**src/hdl/mrrs_pkg.sv**
```systemverilog
// Shared codes for the multilevel round-robin scheduler.
// Operation, status and slot-state codes; no dependencies.
`timescale 1ns / 1ps
package mrrs_pkg;

   typedef logic [1:0] op_type;
   typedef logic [1:0] status_type;
   typedef logic [1:0] slot_state_type;

   localparam op_type OP_TICK  = 2'd0;
   localparam op_type OP_RUN   = 2'd1;
   localparam op_type OP_SLEEP = 2'd2;
   localparam op_type OP_ALLOC = 2'd3;

   localparam status_type STAT_OK     = 2'd0;
   localparam status_type STAT_NOSLOT = 2'd1;
   localparam status_type STAT_FULL   = 2'd2;
   localparam status_type STAT_NORUN  = 2'd3;

   localparam slot_state_type SLOT_FREE   = 2'd0;
   localparam slot_state_type SLOT_ALLOC  = 2'd1;
   localparam slot_state_type SLOT_ACTIVE = 2'd2;

   // Slice values written by the clearing pass
   localparam logic [7:0] BOOT_SLICE_0 = 8'd2;
   localparam logic [7:0] BOOT_SLICE_1 = 8'd1;

endpackage

```
**src/hdl/mrrs_ram.sv**
```systemverilog
// Generic RAM: one write port, one read port, read data registered.
// No dependencies.
`timescale 1ns / 1ps
module mrrs_ram #(
   parameter int WIDTH = 8,
   parameter int DEPTH = 16
) (
   input  logic                     clock,
   input  logic                     wr_en,
   input  logic [$clog2(DEPTH)-1:0] wr_addr,
   input  logic [WIDTH-1:0]         wr_data,
   input  logic [$clog2(DEPTH)-1:0] rd_addr,
   output logic [WIDTH-1:0]         rd_data
);

   logic [WIDTH-1:0] mem_ff [DEPTH];
   logic [WIDTH-1:0] rd_data_ff;

   // write one entry, register the read
   always_ff @(posedge clock) begin
      if (wr_en) begin
         mem_ff[wr_addr] <= wr_data;
      end
      rd_data_ff <= mem_ff[rd_addr];
   end

   assign rd_data = rd_data_ff;

endmodule

```
**src/hdl/multilevel_round_robin_scheduler_unit.sv**
```systemverilog
// Run and sleep may search the old level's list and shift it to close the gap;
// allocate scans the slot memory for the first free slot.
// One item at a time: busy stays high from start until the result beat.
// After reset a clearing pass loads the slot memory and the two boot list entries;
// busy is high throughout. The receiver cannot stall.
`timescale 1ns / 1ps
module multilevel_round_robin_scheduler_unit #(
   parameter int TASK_SLOTS = 64,
   parameter int LEVELS     = 8,
   parameter int PER_LEVEL  = 16
) (
   input  logic       clock,
   input  logic       reset,
   input  logic       start,
   output logic       busy,
   input  logic [1:0] req_operation,
   input  logic [5:0] req_task_id,
   input  logic signed [3:0] req_target_level,
   input  logic [7:0] req_slice_ticks,
   output logic       rsp_valid,
   output logic [1:0] rsp_status,
   output logic [5:0] rsp_result_task,
   output logic [7:0] rsp_reload_ticks,
   output logic       rsp_do_jump,
   output logic [3:0] rsp_active_level
);

   localparam int SW  = $clog2(TASK_SLOTS);
   localparam int LW  = $clog2(LEVELS);
   localparam int CW  = $clog2(PER_LEVEL + 1);
   localparam int PW  = (PER_LEVEL > 1) ? $clog2(PER_LEVEL) : 1;
   localparam int LA  = (LEVELS * PER_LEVEL > 1) ? $clog2(LEVELS * PER_LEVEL) : 1;
   localparam int SLW = 10 + LW;

   localparam logic [4:0] S_CLR   = 5'd0;
   localparam logic [4:0] S_IDLE  = 5'd1;
   localparam logic [4:0] S_AL_A  = 5'd2;
   localparam logic [4:0] S_AL_D  = 5'd3;
   localparam logic [4:0] S_SL_A  = 5'd4;
   localparam logic [4:0] S_SL_D  = 5'd5;
   localparam logic [4:0] S_B_A   = 5'd6;
   localparam logic [4:0] S_B_D   = 5'd7;
   localparam logic [4:0] S_TK    = 5'd8;
   localparam logic [4:0] S_RM_A  = 5'd9;
   localparam logic [4:0] S_RM_D  = 5'd10;
   localparam logic [4:0] S_SH_A  = 5'd11;
   localparam logic [4:0] S_SH_D  = 5'd12;
   localparam logic [4:0] S_ADD   = 5'd13;
   localparam logic [4:0] S_SLEND = 5'd14;
   localparam logic [4:0] S_WR    = 5'd15;
   localparam logic [4:0] S_FIN_A = 5'd16;
   localparam logic [4:0] S_FIN_D = 5'd17;
   localparam logic [4:0] S_SC_A  = 5'd18;
   localparam logic [4:0] S_SC_D  = 5'd19;
   localparam logic [4:0] S_OUT   = 5'd20;

   function automatic logic [LA-1:0] list_addr(input logic [LW-1:0] lvl,
                                                input logic [CW-1:0] idx);
      list_addr = LA'(LA'(lvl) * LA'(PER_LEVEL)) + LA'(idx);
   endfunction

   // registers
   logic [4:0]    state_ff, state_in;
   logic [SW-1:0] clr_ff, clr_in;
   logic [1:0]    op_ff, op_in;
   logic [SW-1:0] tid_ff, tid_in;
   logic [3:0]    tl_ff, tl_in;
   logic [7:0]    slice_ff, slice_in;
   logic [CW-1:0] cnt_ff [LEVELS];
   logic [CW-1:0] cnt_in [LEVELS];
   logic [PW-1:0] pos_ff [LEVELS];
   logic [PW-1:0] pos_in [LEVELS];
   logic [LW:0]   serv_ff, serv_in;
   logic          pend_ff, pend_in;
   logic [1:0]    t_st_ff, t_st_in;
   logic [LW-1:0] t_lvl_ff, t_lvl_in;
   logic [7:0]    t_slc_ff, t_slc_in;
   logic [LW-1:0] new_lvl_ff, new_lvl_in;
   logic [SW-1:0] k_ff, k_in;
   logic [CW-1:0] j_ff, j_in;
   logic [SW-1:0] before_ff, before_in;
   logic          before_v_ff, before_v_in;
   logic [SW-1:0] cur_ff, cur_in;
   logic          hit_ff, hit_in;
   logic [1:0]    status_ff, status_in;
   logic [7:0]    reload_ff, reload_in;
   logic          jump_ff, jump_in;

   // memory ports
   logic           slot_we;
   logic [SW-1:0]  slot_waddr, slot_raddr;
   logic [SLW-1:0] slot_wdata, slot_rdata;
   logic           list_we;
   logic [LA-1:0]  list_waddr, list_raddr;
   logic [SW-1:0]  list_wdata, list_rdata;

   mrrs_ram #(.WIDTH(SLW), .DEPTH(TASK_SLOTS)) u_slot_ram (
      .clock(clock), .wr_en(slot_we), .wr_addr(slot_waddr), .wr_data(slot_wdata),
      .rd_addr(slot_raddr), .rd_data(slot_rdata)
   );

   mrrs_ram #(.WIDTH(SW), .DEPTH(LEVELS * PER_LEVEL)) u_list_ram (
      .clock(clock), .wr_en(list_we), .wr_addr(list_waddr), .wr_data(list_wdata),
      .rd_addr(list_raddr), .rd_data(list_rdata)
   );

   logic [1:0]    rd_st;
   logic [LW-1:0] rd_lvl;
   logic [7:0]    rd_slc;
   assign rd_st  = slot_rdata[SLW-1 -: 2];
   assign rd_lvl = slot_rdata[8 +: LW];
   assign rd_slc = slot_rdata[7:0];

   // current task presence and list address
   logic          cur_v;
   logic [LW-1:0] serv_idx;
   logic [LA-1:0] cur_addr;
   assign serv_idx = serv_ff[LW-1:0];
   assign cur_v    = (32'(serv_ff) < 32'(LEVELS)) && (cnt_ff[serv_idx] != '0);
   assign cur_addr = list_addr(serv_idx, CW'(pos_ff[serv_idx]));

   // lowest occupied level, LEVELS when none
   logic [LW:0] resc_lvl;
   always_comb begin
      resc_lvl = (LW+1)'(LEVELS);
      for (int i = LEVELS - 1; i >= 0; i--) begin
         if (cnt_ff[i] != '0) resc_lvl = (LW+1)'(i);
      end
   end

   // level chosen by run
   logic [LW-1:0] run_lvl;
   always_comb begin
      if (tl_ff[3]) run_lvl = rd_lvl;
      else if (32'(tl_ff) >= 32'(LEVELS)) run_lvl = LW'(LEVELS - 1);
      else run_lvl = LW'(tl_ff);
   end

   logic [CW-1:0] rm_n;
   logic [PW-1:0] rm_p;
   assign rm_n = cnt_ff[t_lvl_ff];

   // sequencer
   always_comb begin
      state_in    = state_ff;
      clr_in      = clr_ff;
      op_in       = op_ff;
      tid_in      = tid_ff;
      tl_in       = tl_ff;
      slice_in    = slice_ff;
      cnt_in      = cnt_ff;
      pos_in      = pos_ff;
      serv_in     = serv_ff;
      pend_in     = pend_ff;
      t_st_in     = t_st_ff;
      t_lvl_in    = t_lvl_ff;
      t_slc_in    = t_slc_ff;
      new_lvl_in  = new_lvl_ff;
      k_in        = k_ff;
      j_in        = j_ff;
      before_in   = before_ff;
      before_v_in = before_v_ff;
      cur_in      = cur_ff;
      hit_in      = hit_ff;
      status_in   = status_ff;
      reload_in   = reload_ff;
      jump_in     = jump_ff;
      rm_p        = pos_ff[t_lvl_ff];
      slot_we     = 1'b0;
      slot_waddr  = tid_ff;
      slot_wdata  = {t_st_ff, t_lvl_ff, t_slc_ff};
      slot_raddr  = tid_ff;
      list_we     = 1'b0;
      list_waddr  = list_addr(t_lvl_ff, j_ff);
      list_wdata  = list_rdata;
      list_raddr  = cur_addr;

      unique case (state_ff)
         S_CLR: begin
            // clear every slot, load the two boot slots and their boot list entries
            slot_we    = 1'b1;
            slot_waddr = clr_ff;
            slot_wdata = '0;
            if (clr_ff == SW'(0)) begin
               slot_wdata = {mrrs_pkg::SLOT_ACTIVE, LW'(0), mrrs_pkg::BOOT_SLICE_0};
               list_we    = 1'b1;
               list_waddr = list_addr(LW'(0), CW'(0));
               list_wdata = SW'(0);
            end else if (clr_ff == SW'(1)) begin
               slot_wdata = {mrrs_pkg::SLOT_ACTIVE, LW'(LEVELS - 1),
                             mrrs_pkg::BOOT_SLICE_1};
               list_we    = 1'b1;
               list_waddr = list_addr(LW'(LEVELS - 1), CW'(0));
               list_wdata = SW'(1);
            end
            if (clr_ff == SW'(TASK_SLOTS - 1)) state_in = S_IDLE;
            else clr_in = clr_ff + SW'(1);
         end
         S_IDLE: begin
            if (start) begin
               op_in       = req_operation;
               tid_in      = SW'(req_task_id);
               tl_in       = req_target_level;
               slice_in    = req_slice_ticks;
               status_in   = mrrs_pkg::STAT_OK;
               reload_in   = '0;
               jump_in     = 1'b0;
               hit_in      = 1'b0;
               before_v_in = 1'b0;
               k_in        = '0;
               unique case (req_operation)
                  mrrs_pkg::OP_ALLOC: state_in = S_AL_A;
                  mrrs_pkg::OP_TICK:  state_in = S_B_A;
                  default: begin
                     if (32'(req_task_id) < 32'(TASK_SLOTS)) state_in = S_SL_A;
                     else state_in = S_FIN_A;
                  end
               endcase
            end
         end
         S_AL_A: begin
            slot_raddr = k_ff;
            state_in   = S_AL_D;
         end
         S_AL_D: begin
            // claim the first free slot or give up at the last one
            if (rd_st == mrrs_pkg::SLOT_FREE) begin
               t_st_in  = mrrs_pkg::SLOT_ALLOC;
               t_lvl_in = rd_lvl;
               t_slc_in = rd_slc;
               tid_in   = k_ff;
               state_in = S_WR;
            end else if (k_ff == SW'(TASK_SLOTS - 1)) begin
               status_in = mrrs_pkg::STAT_NOSLOT;
               cur_in    = '0;
               state_in  = S_OUT;
            end else begin
               k_in     = k_ff + SW'(1);
               state_in = S_AL_A;
            end
         end
         S_SL_A: begin
            slot_raddr = tid_ff;
            state_in   = S_SL_D;
         end
         S_SL_D: begin
            t_st_in  = rd_st;
            t_lvl_in = rd_lvl;
            t_slc_in = rd_slc;
            j_in     = '0;
            if (op_ff == mrrs_pkg::OP_RUN) begin
               new_lvl_in = run_lvl;
               if (slice_ff != '0) t_slc_in = slice_ff;
               pend_in = 1'b1;
               if (rd_st == mrrs_pkg::SLOT_ACTIVE && rd_lvl != run_lvl) state_in = S_RM_A;
               else if (rd_st != mrrs_pkg::SLOT_ACTIVE) state_in = S_ADD;
               else state_in = S_WR;
            end else begin
               if (rd_st == mrrs_pkg::SLOT_ACTIVE) state_in = S_B_A;
               else state_in = S_FIN_A;
            end
         end
         S_B_A: begin
            list_raddr = cur_addr;
            state_in   = S_B_D;
         end
         S_B_D: begin
            before_in   = list_rdata;
            before_v_in = cur_v;
            j_in        = '0;
            if (op_ff == mrrs_pkg::OP_TICK) state_in = S_TK;
            else state_in = S_RM_A;
         end
         S_TK: begin
            // advance round-robin in the served level; rescan if pending or empty
            if (32'(serv_ff) < 32'(LEVELS)) begin
               if (cnt_ff[serv_idx] == '0) begin
                  pos_in[serv_idx] = '0;
               end else if (32'(pos_ff[serv_idx]) + 32'd1 >= 32'(cnt_ff[serv_idx])) begin
                  pos_in[serv_idx] = '0;
               end else begin
                  pos_in[serv_idx] = pos_ff[serv_idx] + PW'(1);
               end
            end
            if (pend_ff || !cur_v) begin
               serv_in = resc_lvl;
               pend_in = 1'b0;
            end
            state_in = S_FIN_A;
         end
         S_RM_A: begin
            // search the old level's list for the task
            t_st_in    = mrrs_pkg::SLOT_ALLOC;
            list_raddr = list_addr(t_lvl_ff, j_ff);
            if (j_ff >= rm_n) begin
               state_in = (op_ff == mrrs_pkg::OP_RUN) ? S_ADD : S_SLEND;
            end else begin
               state_in = S_RM_D;
            end
         end
         S_RM_D: begin
            if (list_rdata == tid_ff) begin
               cnt_in[t_lvl_ff] = rm_n - CW'(1);
               if (32'(j_ff) < 32'(rm_p)) rm_p = rm_p - PW'(1);
               if (32'(rm_p) >= 32'(rm_n) - 32'd1) rm_p = '0;
               pos_in[t_lvl_ff] = rm_p;
               state_in = S_SH_A;
            end else begin
               j_in     = j_ff + CW'(1);
               state_in = S_RM_A;
            end
         end
         S_SH_A: begin
            // close the gap one entry at a time
            list_raddr = list_addr(t_lvl_ff, j_ff + CW'(1));
            if (j_ff < rm_n) state_in = S_SH_D;
            else state_in = (op_ff == mrrs_pkg::OP_RUN) ? S_ADD : S_SLEND;
         end
         S_SH_D: begin
            list_we    = 1'b1;
            list_waddr = list_addr(t_lvl_ff, j_ff);
            list_wdata = list_rdata;
            j_in       = j_ff + CW'(1);
            state_in   = S_SH_A;
         end
         S_ADD: begin
            // append to the new level's list if it has room
            t_lvl_in = new_lvl_ff;
            if (32'(cnt_ff[new_lvl_ff]) >= 32'(PER_LEVEL)) begin
               status_in = mrrs_pkg::STAT_FULL;
            end else begin
               list_we    = 1'b1;
               list_waddr = list_addr(new_lvl_ff, cnt_ff[new_lvl_ff]);
               list_wdata = tid_ff;
               cnt_in[new_lvl_ff] = cnt_ff[new_lvl_ff] + CW'(1);
               t_st_in    = mrrs_pkg::SLOT_ACTIVE;
            end
            state_in = S_WR;
         end
         S_SLEND: begin
            if (before_v_ff && before_ff == tid_ff) begin
               hit_in  = 1'b1;
               serv_in = resc_lvl;
               pend_in = 1'b0;
            end
            state_in = S_WR;
         end
         S_WR: begin
            slot_we    = 1'b1;
            slot_waddr = tid_ff;
            if (op_ff == mrrs_pkg::OP_ALLOC) begin
               cur_in   = tid_ff;
               state_in = S_OUT;
            end else begin
               state_in = S_FIN_A;
            end
         end
         S_FIN_A: begin
            list_raddr = cur_addr;
            state_in   = S_FIN_D;
         end
         S_FIN_D: begin
            cur_in   = cur_v ? list_rdata : '0;
            state_in = S_OUT;
            if (op_ff == mrrs_pkg::OP_TICK) begin
               if (cur_v) begin
                  jump_in  = !before_v_ff || (before_ff != list_rdata);
                  state_in = S_SC_A;
               end else begin
                  status_in = mrrs_pkg::STAT_NORUN;
               end
            end else if (hit_ff) begin
               if (cur_v) jump_in = 1'b1;
               else status_in = mrrs_pkg::STAT_NORUN;
            end
         end
         S_SC_A: begin
            slot_raddr = cur_ff;
            state_in   = S_SC_D;
         end
         S_SC_D: begin
            reload_in = rd_slc;
            state_in  = S_OUT;
         end
         S_OUT: begin
            state_in = S_IDLE;
         end
         default: begin
            state_in = S_IDLE;
         end
      endcase
   end

   // hold control under reset, advance otherwise
   always_ff @(posedge clock) begin
      if (reset) begin
         state_ff <= S_CLR;
         clr_ff   <= '0;
         serv_ff  <= '0;
         pend_ff  <= 1'b0;
         for (int i = 0; i < LEVELS; i++) begin
            cnt_ff[i] <= (i == 0 || i == LEVELS - 1) ? CW'(1) : '0;
            pos_ff[i] <= '0;
         end
      end else begin
         state_ff <= state_in;
         clr_ff   <= clr_in;
         serv_ff  <= serv_in;
         pend_ff  <= pend_in;
         cnt_ff   <= cnt_in;
         pos_ff   <= pos_in;
      end
   end

   always_ff @(posedge clock) begin
      op_ff       <= op_in;
      tid_ff      <= tid_in;
      tl_ff       <= tl_in;
      slice_ff    <= slice_in;
      t_st_ff     <= t_st_in;
      t_lvl_ff    <= t_lvl_in;
      t_slc_ff    <= t_slc_in;
      new_lvl_ff  <= new_lvl_in;
      k_ff        <= k_in;
      j_ff        <= j_in;
      before_ff   <= before_in;
      before_v_ff <= before_v_in;
      cur_ff      <= cur_in;
      hit_ff      <= hit_in;
      status_ff   <= status_in;
      reload_ff   <= reload_in;
      jump_ff     <= jump_in;
   end

   // result beat
   assign busy             = (state_ff != S_IDLE);
   assign rsp_valid        = (state_ff == S_OUT);
   assign rsp_status       = status_ff;
   assign rsp_result_task  = 6'(cur_ff);
   assign rsp_reload_ticks = reload_ff;
   assign rsp_do_jump      = jump_ff;
   assign rsp_active_level = 4'(serv_ff);

endmodule

```
**config.mk**
```make
export PLATFORM = sky130hd
export DESIGN_NAME = multilevel_round_robin_scheduler_unit
export DESIGN_NICKNAME = d
export VERILOG_FILES = /design/src/hdl/mrrs_pkg.sv /design/src/hdl/mrrs_ram.sv /design/src/hdl/multilevel_round_robin_scheduler_unit.sv
export SDC_FILE = /design/constraint.sdc
export NUM_CORES = 2
export LEC_CHECK = 0
export BUFFER_PORTS_ARGS = -buffer_cell sky130_fd_sc_hd__buf_2
export CAP_MARGIN = 20
export CORE_UTILIZATION = 40
export CTS_BUF_LIST = sky130_fd_sc_hd__clkbuf_4 sky130_fd_sc_hd__clkbuf_8 sky130_fd_sc_hd__clkbuf_16
export DETAILED_ROUTE_END_ITERATION = 6
export PLACE_DENSITY_LB_ADDON = 0.08
export SETUP_SLACK_MARGIN = 0.15
export SYNTH_ARGS = -nofsm -noshare
export SYNTH_HDL_FRONTEND = slang
export SYNTH_SLANG_ARGS = --single-unit
```
**constraint.sdc**
```tcl
create_clock -name clock -period 9.6 [get_ports clock]
set_input_delay 1.92 -clock clock [delete_from_list [all_inputs] [get_ports clock]]
set_output_delay 1.92 -clock clock [all_outputs]
set_load 0.01 [all_outputs]
```
; Word-level counts from Yosys, hierarchy flattened
; Memory sizes are Yosys's and may differ from the RTL's. A register that Yosys moved wholly into a read port is not among the register bits.
; Index checks and enable logic that the tools add are counted.
[classes]
add_sub_neg = 13
n_lt_le_gt_ge = 14
n_eq_ne = 50
mux = 141
bitwise_logic = 6
reduce_logical = 64
[op_table]
columns = cell, count
row1 = 32-bit two-way mux, 4
row2 = 5-bit one-hot mux with 19 select lines, 1
row3 = 4-bit two-way mux, 22
row4 = 40-bit bitwise mux, 2
row5 = 40-bit two-way mux, 2
row6 = 40-bit one-hot mux with 2 select lines, 1
row7 = 6-bit two-way mux, 13
row8 = 5-bit two-way mux, 15
row9 = 32-bit bitwise mux, 2
row10 = 32-bit one-hot mux with 2 select lines, 1
row11 = 6-bit one-hot mux with 2 select lines, 4
row12 = 5-bit binary-select mux with 3-bit select, 3
row13 = 5-bit nonzero test, 9
row14 = 5-bit by 4-bit equality test with 1-bit output (second input constant), 8
row15 = 13-bit two-way mux, 3
row16 = 2-bit != test (second input constant), 17
row17 = 32-bit bitwise AND, 1
row18 = 4-bit by 32-bit greater-or-equal comparator with 1-bit output, 1
row19 = 8-bit two-way mux, 4
row20 = 32-bit inverter, 1
row21 = 8-bit one-hot mux with 2 select lines, 2
row22 = 5-bit demux with 3-bit select, 2
row23 = 7-bit one-hot mux with 2 select lines, 2
row24 = 2-bit two-way mux, 13
row25 = other kinds (59), 155
[totals]
ff_bits = 160
mem_bits_rw = 1600
inputBits = 23
wordCells = 327
n_memories = 2
[memory_table]
columns = memory, words, width, read_ports, rd_clocked_by_memory_dff, write_ports, line
row1 = u_slot_ram.mem_ff, 64, 13, 1, 1, 1, mrrs_ram.sv:16  ; logic [WIDTH-1:0] mem_ff [DEPTH];
row2 = u_list_ram.mem_ff, 128, 6, 1, 1, 1, mrrs_ram.sv:16

; Longest topological paths before layout
[depth]
word_depth = 15
depth_mapped = 22

; Hierarchy
; Synthesis repeated with hierarchy kept, for this count alone.
[hier_totals]
hier_cells = 4026
area_unflattened_um2 = 73874.6
[modules_own_cells]
columns = mod, n_inst, cells_per_inst, area_each_um2, seq_area_each_um2
row1 = mrrs_ram (u_slot_ram), 1, 1402, 32344.8, 25244.2
row2 = mrrs_ram (u_list_ram), 1, 1271, 29911.2, 23182.2
row3 = multilevel_round_robin_scheduler_unit, 1, 1353, 11618.6, 3923.8

; Least setup slack after synthesis
; Ideal clock, no wire load.
[synth_timing]
path_kind = reg-to-reg
startpoint = reg t_lvl_ff[0]
endpoint = reg pos_ff[19] (netlist bit)
setup_time_ps = 86
arrival_ps = 4682
path_slack_ps = 4832
stages_incl_launch_ff = 23
path_buffers = 3
cell_sequence = edfxtp_1 -> clkbuf_1 -> buf_2 -> mux2_2 -> a22oi_1 -> a21oi_1 -> nor2_1 -> ha_1 -> a21o_1 -> a211oi_1 -> nand2_1 -> xnor2_1 -> ha_1 -> nand2b_1 -> a21o_1 -> a21o_1 -> a21oi_1 -> nor2_1 -> o21a_1 -> clkbuf_1 -> nor2_1 -> a21oi_1 -> a211oi_1
[synth_via]
elab_chain_len = 15
[synth_rtl]
columns = element, line
row1 = "start, declared", multilevel_round_robin_scheduler_unit.sv:76  ; logic [LW-1:0] t_lvl_ff, t_lvl_in;
row2 = "start signal, assigned", multilevel_round_robin_scheduler_unit.sv:421  ; t_lvl_ff <= t_lvl_in;
row3 = 3-bit inverter with 4-bit output (implied by the code) *, "multilevel_round_robin_scheduler_unit.sv:141, multilevel_round_robin_scheduler_unit.sv:168, multilevel_round_robin_scheduler_unit.sv:306"
row4 = 4-bit binary-select mux with 3-bit select, multilevel_round_robin_scheduler_unit.sv:168  ; rm_p = pos_ff[t_lvl_ff];
row5 = 4-bit two-way mux (implied by the code) (2 in series), multilevel_round_robin_scheduler_unit.sv:168
row6 = 4-bit by 1-bit subtractor with 4-bit output or 5-bit by 4-bit < comparator with 1-bit output (tied branches), multilevel_round_robin_scheduler_unit.sv:304  ; if (32'(j_ff) < 32'(rm_p)) rm_p = rm_p - PW'(1);
row7 = 4-bit two-way mux, multilevel_round_robin_scheduler_unit.sv:304
row8 = 4-bit two-way mux, multilevel_round_robin_scheduler_unit.sv:302  ; if (list_rdata == tid_ff) begin
row9 = 4-bit two-way mux, multilevel_round_robin_scheduler_unit.sv:178  ; unique case (state_ff)
row10 = 4-bit by 32-bit greater-or-equal comparator with 1-bit output, multilevel_round_robin_scheduler_unit.sv:305  ; if (32'(rm_p) >= 32'(rm_n) - 32'd1) rm_p = '0;
row11 = 4-bit two-way mux, multilevel_round_robin_scheduler_unit.sv:305
row12 = 4-bit two-way mux, multilevel_round_robin_scheduler_unit.sv:302
row13 = 4-bit two-way mux, multilevel_round_robin_scheduler_unit.sv:178
row14 = 32-bit bitwise mux *, multilevel_round_robin_scheduler_unit.sv:306  ; pos_in[t_lvl_ff] = rm_p;
row15 = 32-bit two-way mux *, multilevel_round_robin_scheduler_unit.sv:302
row16 = 32-bit one-hot mux with 2 select lines *, multilevel_round_robin_scheduler_unit.sv:178
row17 = "end signal, assigned", multilevel_round_robin_scheduler_unit.sv:411  ; pos_ff <= pos_in;
row18 = "end, declared", multilevel_round_robin_scheduler_unit.sv:71  ; logic [PW-1:0] pos_ff [LEVELS];
; Mark *: on every way between the ends. The rest lies on a longest branch, timed or not. The select of a mux whose other input is x is not followed.
; A chain may end at the register's enable or synchronous reset.

; Worst setup path after layout
[layout_timing]
startpoint = reg t_lvl_ff[0]
endpoint = reg pos_ff[24] (netlist bit)
; Same word-level chain as after synthesis.

==> impl_metrics.toml <==
[power]
pwr-share-comb_pct = 2.5
p_leak_uw = 0.0279
powerDensity_nw_per_um2 = 193
swShare_pct = 21.1
power.switching_uw = 3420
seqPwrFrac_pct = 53.3
internal_power_uw = 12800
power.total_uw = 16200
peakVddDrop_mv = 0.140
p_clk_share_pct = 44.1

[timing]
final.setup_skew_ns = 0.0506
finalHoldViolCount = 0
min_period_over_period_pct = 61.2
min_period_ns = 5.88
fmax_mhz = 170
worst_slew_pin_slew_ns = 1.18
tns_ns = 0
rsz0062_at_grt = "no"
worst_slack_ns = 3.72
setup_viol = 0
slew_viol_final = 0
relSlewSlack_pct = 20.4

[worst_setup_path]
cp-start-kind = "flop"
critPathRequiredTime_ns = 10.35
path_buf_inv = 1
cp.arrival_ns = 6.63
r2r_cells = 20
regToRegSetupSlack_ns = 3.72
slowest_delay_ns = 0.71
r2r-start = "t_lvl_ff[0]"
path_depth = 20
crit_path_start = "t_lvl_ff[0]"
critical_path.endpoint = "pos_ff[24]"
worst_r2r_endpoint = "pos_ff[24]"
path_class = "reg2reg"
worst-path-max-fanout = 14
crit_family = "compound AO/OA/AOI/OAI gates"
path_cells = "buf_4 > nor2b_1 > a22oi_1 > a21oi_1 > nor2_1 > ha_1 > a21o_1 > a211oi_1 > nand2_1 > xnor2_1 > ha_1 > nand2b_1 > a21o_1 > a21o_1 > a21oi_1 > nor2_1 > o21a_1 > nor2_1 > a31oi_1 > a211oi_1"
crit_slowest_cell = "xnor2_1"
end_kind = "flop"

[clock_network]
clockBufferDepth = 3
cts_setup_buffers = 0
clk_latency_ns = 0.84
root_buffer = "clkbuf_16"
clk_pin_slew_ns = 0.06
clock_sinks = 1779
cts_tree = "built"
cts_htree_levels = 4
ctsResizeCount = 0
numCtsBuffers = 188
hold_buffers = 0

[logic_synthesis]
synth_warnings = 0
synthDistinctLibCells = 86
synth_seq_cells = 1779
syn_inst = 4732
yosysTopAreaCellShare_pct = 67.7
synthFlopType = "edfxtp_1"
async_reset_ff_share_pct = 0
synth_area_leaders = "edfxtp_1, mux4_2, mux2i_1"
synth-edff-count = 1672
yosysSeqAreaShare_pct = 70.6
synth_common_cells = "edfxtp_1, nand2_1, nor2_1"
synth_top_cell_by_area = "edfxtp_1"
syn_area_per_cell_sq_um = 15.7
syn_area_sq_um = 74200
syn_nets = 4788
synth.most_common_cell = "edfxtp_1"

[placement]
dp_hpwl_um = 129000
io_buffers = 45
pre_cts_slack_ns = 3.84
gp_congestion = 0.901

[finish]
syn2layout_area_growth_pct = 13.1
num-nets-final = 4909
num-fill-cells = 16100
drive_above_1_share_pct = 18.1

[global_route]
grt_start_max_net_pins = 132
gr-total-overflow = 0
grt_pass1_wl_um = 303000
antenna_found_initial = 2
grt_pass1_vias = 41800
grt_usage_pct = 22.3

[routing]
via_count = 42400
drt_wl_total_um = 210000
drtAntennaViolNets = 0
wl_per_cell_um = 28.1
drtIter0Drc = 3792
first_pass_iters = 6
viasPerCell = 5.67
drc_errors = 0

[floorplanning]
die_h_um = 433
start_util_pct = 40.4
core_region_area_sq_um = 184000
dieWidth_um = 433
rows = 157
dieArea_sq_um = 187000
io_pins = 46

[worst_hold_path]
worstHoldPathCells = 2
hp-class = "reg2reg"

[job]
cap_violations = 0

[run_status]
status = "completed"
[layout by cell type, fill, tap and decap left out, types with 11 or more instances in the layout]
cell type and count:
nand3_1 161, clkbuf_16 192, buf_2 46, xnor2_1 26, a22o_1 28, a221o_1 18, dfxtp_1 107, o21ai_0 40
nand2_1 599, a21o_1 14, inv_1 24, nand4_1 18, mux4_2 303, buf_4 135, nand3b_1 12, a21oi_1 175
and3_1 11, nor2b_1 46, nor2_1 378, nor3_1 24, nor4_1 36, nor2_2 11, a31oi_1 58, a221oi_1 13
ha_1 33, a22oi_1 47, a32oi_1 23, edfxtp_1 1672, nand2_2 23, and2_1 17, xor2_1 23, a211oi_1 37
clkinv_2 29, mux2i_1 249, o22ai_1 46, nand2b_1 21, clkbuf_4 44, clkinv_1 49, mux2_2 25
[logic make-up (layout without fill, tap and decap cells)]
| group | after synthesis | count (layout) | share of synthesized area [%] |
|---|---|---|---|
| buffers and inverters | 285 | 562 | 1.65 |
| and+or+nand+nor | 1416 | 1416 | 8.40 |
| other | 0 | 1 | 0 |
| xor gates and xnor gates | 49 | 49 | 0.578 |
| DFF | 1779 | 1779 | 70.6 |
| AOI/OAI and AO/OA | 592 | 592 | 5.31 |
| adders and majority gates | 33 | 33 | 0.556 |
| muxes | 578 | 578 | 12.9 |
[sequential cells by signal, summed over array words and instances, names as in the netlist, 8 cells and up]
signal / cells
cnt_ff: 40
pos_ff: 32
rsp_reload_ticks: 8
slice_ff: 8
t_slc_ff: 8
u_list_ram.mem_ff: 768
u_slot_ram.mem_ff: 832
u_slot_ram.rd_data: 13
[cell type report]
| type | instances | area [sq um] | share of cell area (%) |
|---|---|---|---|
| Antenna cell | 1 | 2.50 | 0.00298 |
| Clock buffer | 245 | 5260 | 6.27 |
| Clock inverter | 101 | 806 | 0.961 |
| Inverter | 26 | 97.6 | 0.116 |
| Multi-Input combinational cell | 2668 | 20900 | 24.9 |
| Sequential cell | 1779 | 52400 | 62.4 |
| Tap cell | 2464 | 3080 | 3.68 |
| Timing Repair Buffer | 190 | 1410 | 1.68 |
[worst min path at each step]
stage	start	endpoint	slack, ns
3_5_place_dp	pend_ff	pend_ff	0.49
3_3_place_gp	pend_ff	pend_ff	0.47
5_1_grt	pend_ff	pend_ff	0.52
6_report	pend_ff	pend_ff	0.50
2_1_floorplan	pend_ff	pend_ff	0.46
4_1_cts	pend_ff	pend_ff	0.50
[through the flow]
step	utilization [%]	instance area, sq um	cells	hold slack (ns)
global route	45.7	83900	7473	0.522
floorplan	-	74200	4732	0.457
detailed placement	42.4	77800	7126	0.486
CTS	45.7	83900	7472	0.500
global placement	42.3	77800	7123	0.472
finish	45.7	83900	7474	0.501
[power by group through the flow]
stage	registers [uW]	logic (uW)	clock network (uW)
3_3_place_gp	8800	419	0
2_1_floorplan	8800	191	0
6_report	8630	413	7150
5_1_grt	8630	442	7560
3_5_place_dp	8800	424	0
4_1_cts	8630	425	7300
[layer usage]
layer | vias up | wire length [um] | share of wire (%) | GRT usage [%]
met5 | - | 21 | 0.010 | 0
met4 | 4 | 3760 | 1.8 | 4.80
met3 | 245 | 11200 | 5.3 | 3.77
met2 | 1234 | 99100 | 47 | 35.5
met1 | 22100 | 95700 | 46 | 32.1
li1 | 18800 | - | - | -
[tightest hold or removal path, delay by kind of cell (launching register included)]
family | cells | cell delay [ns]
AOI/OAI and AO/OA | 1 | 0.06
and+or+nand+nor | 1 | 0.07
DFF | 1 | 0.33
No activity file was read; power rests on OpenSTA's default activity.
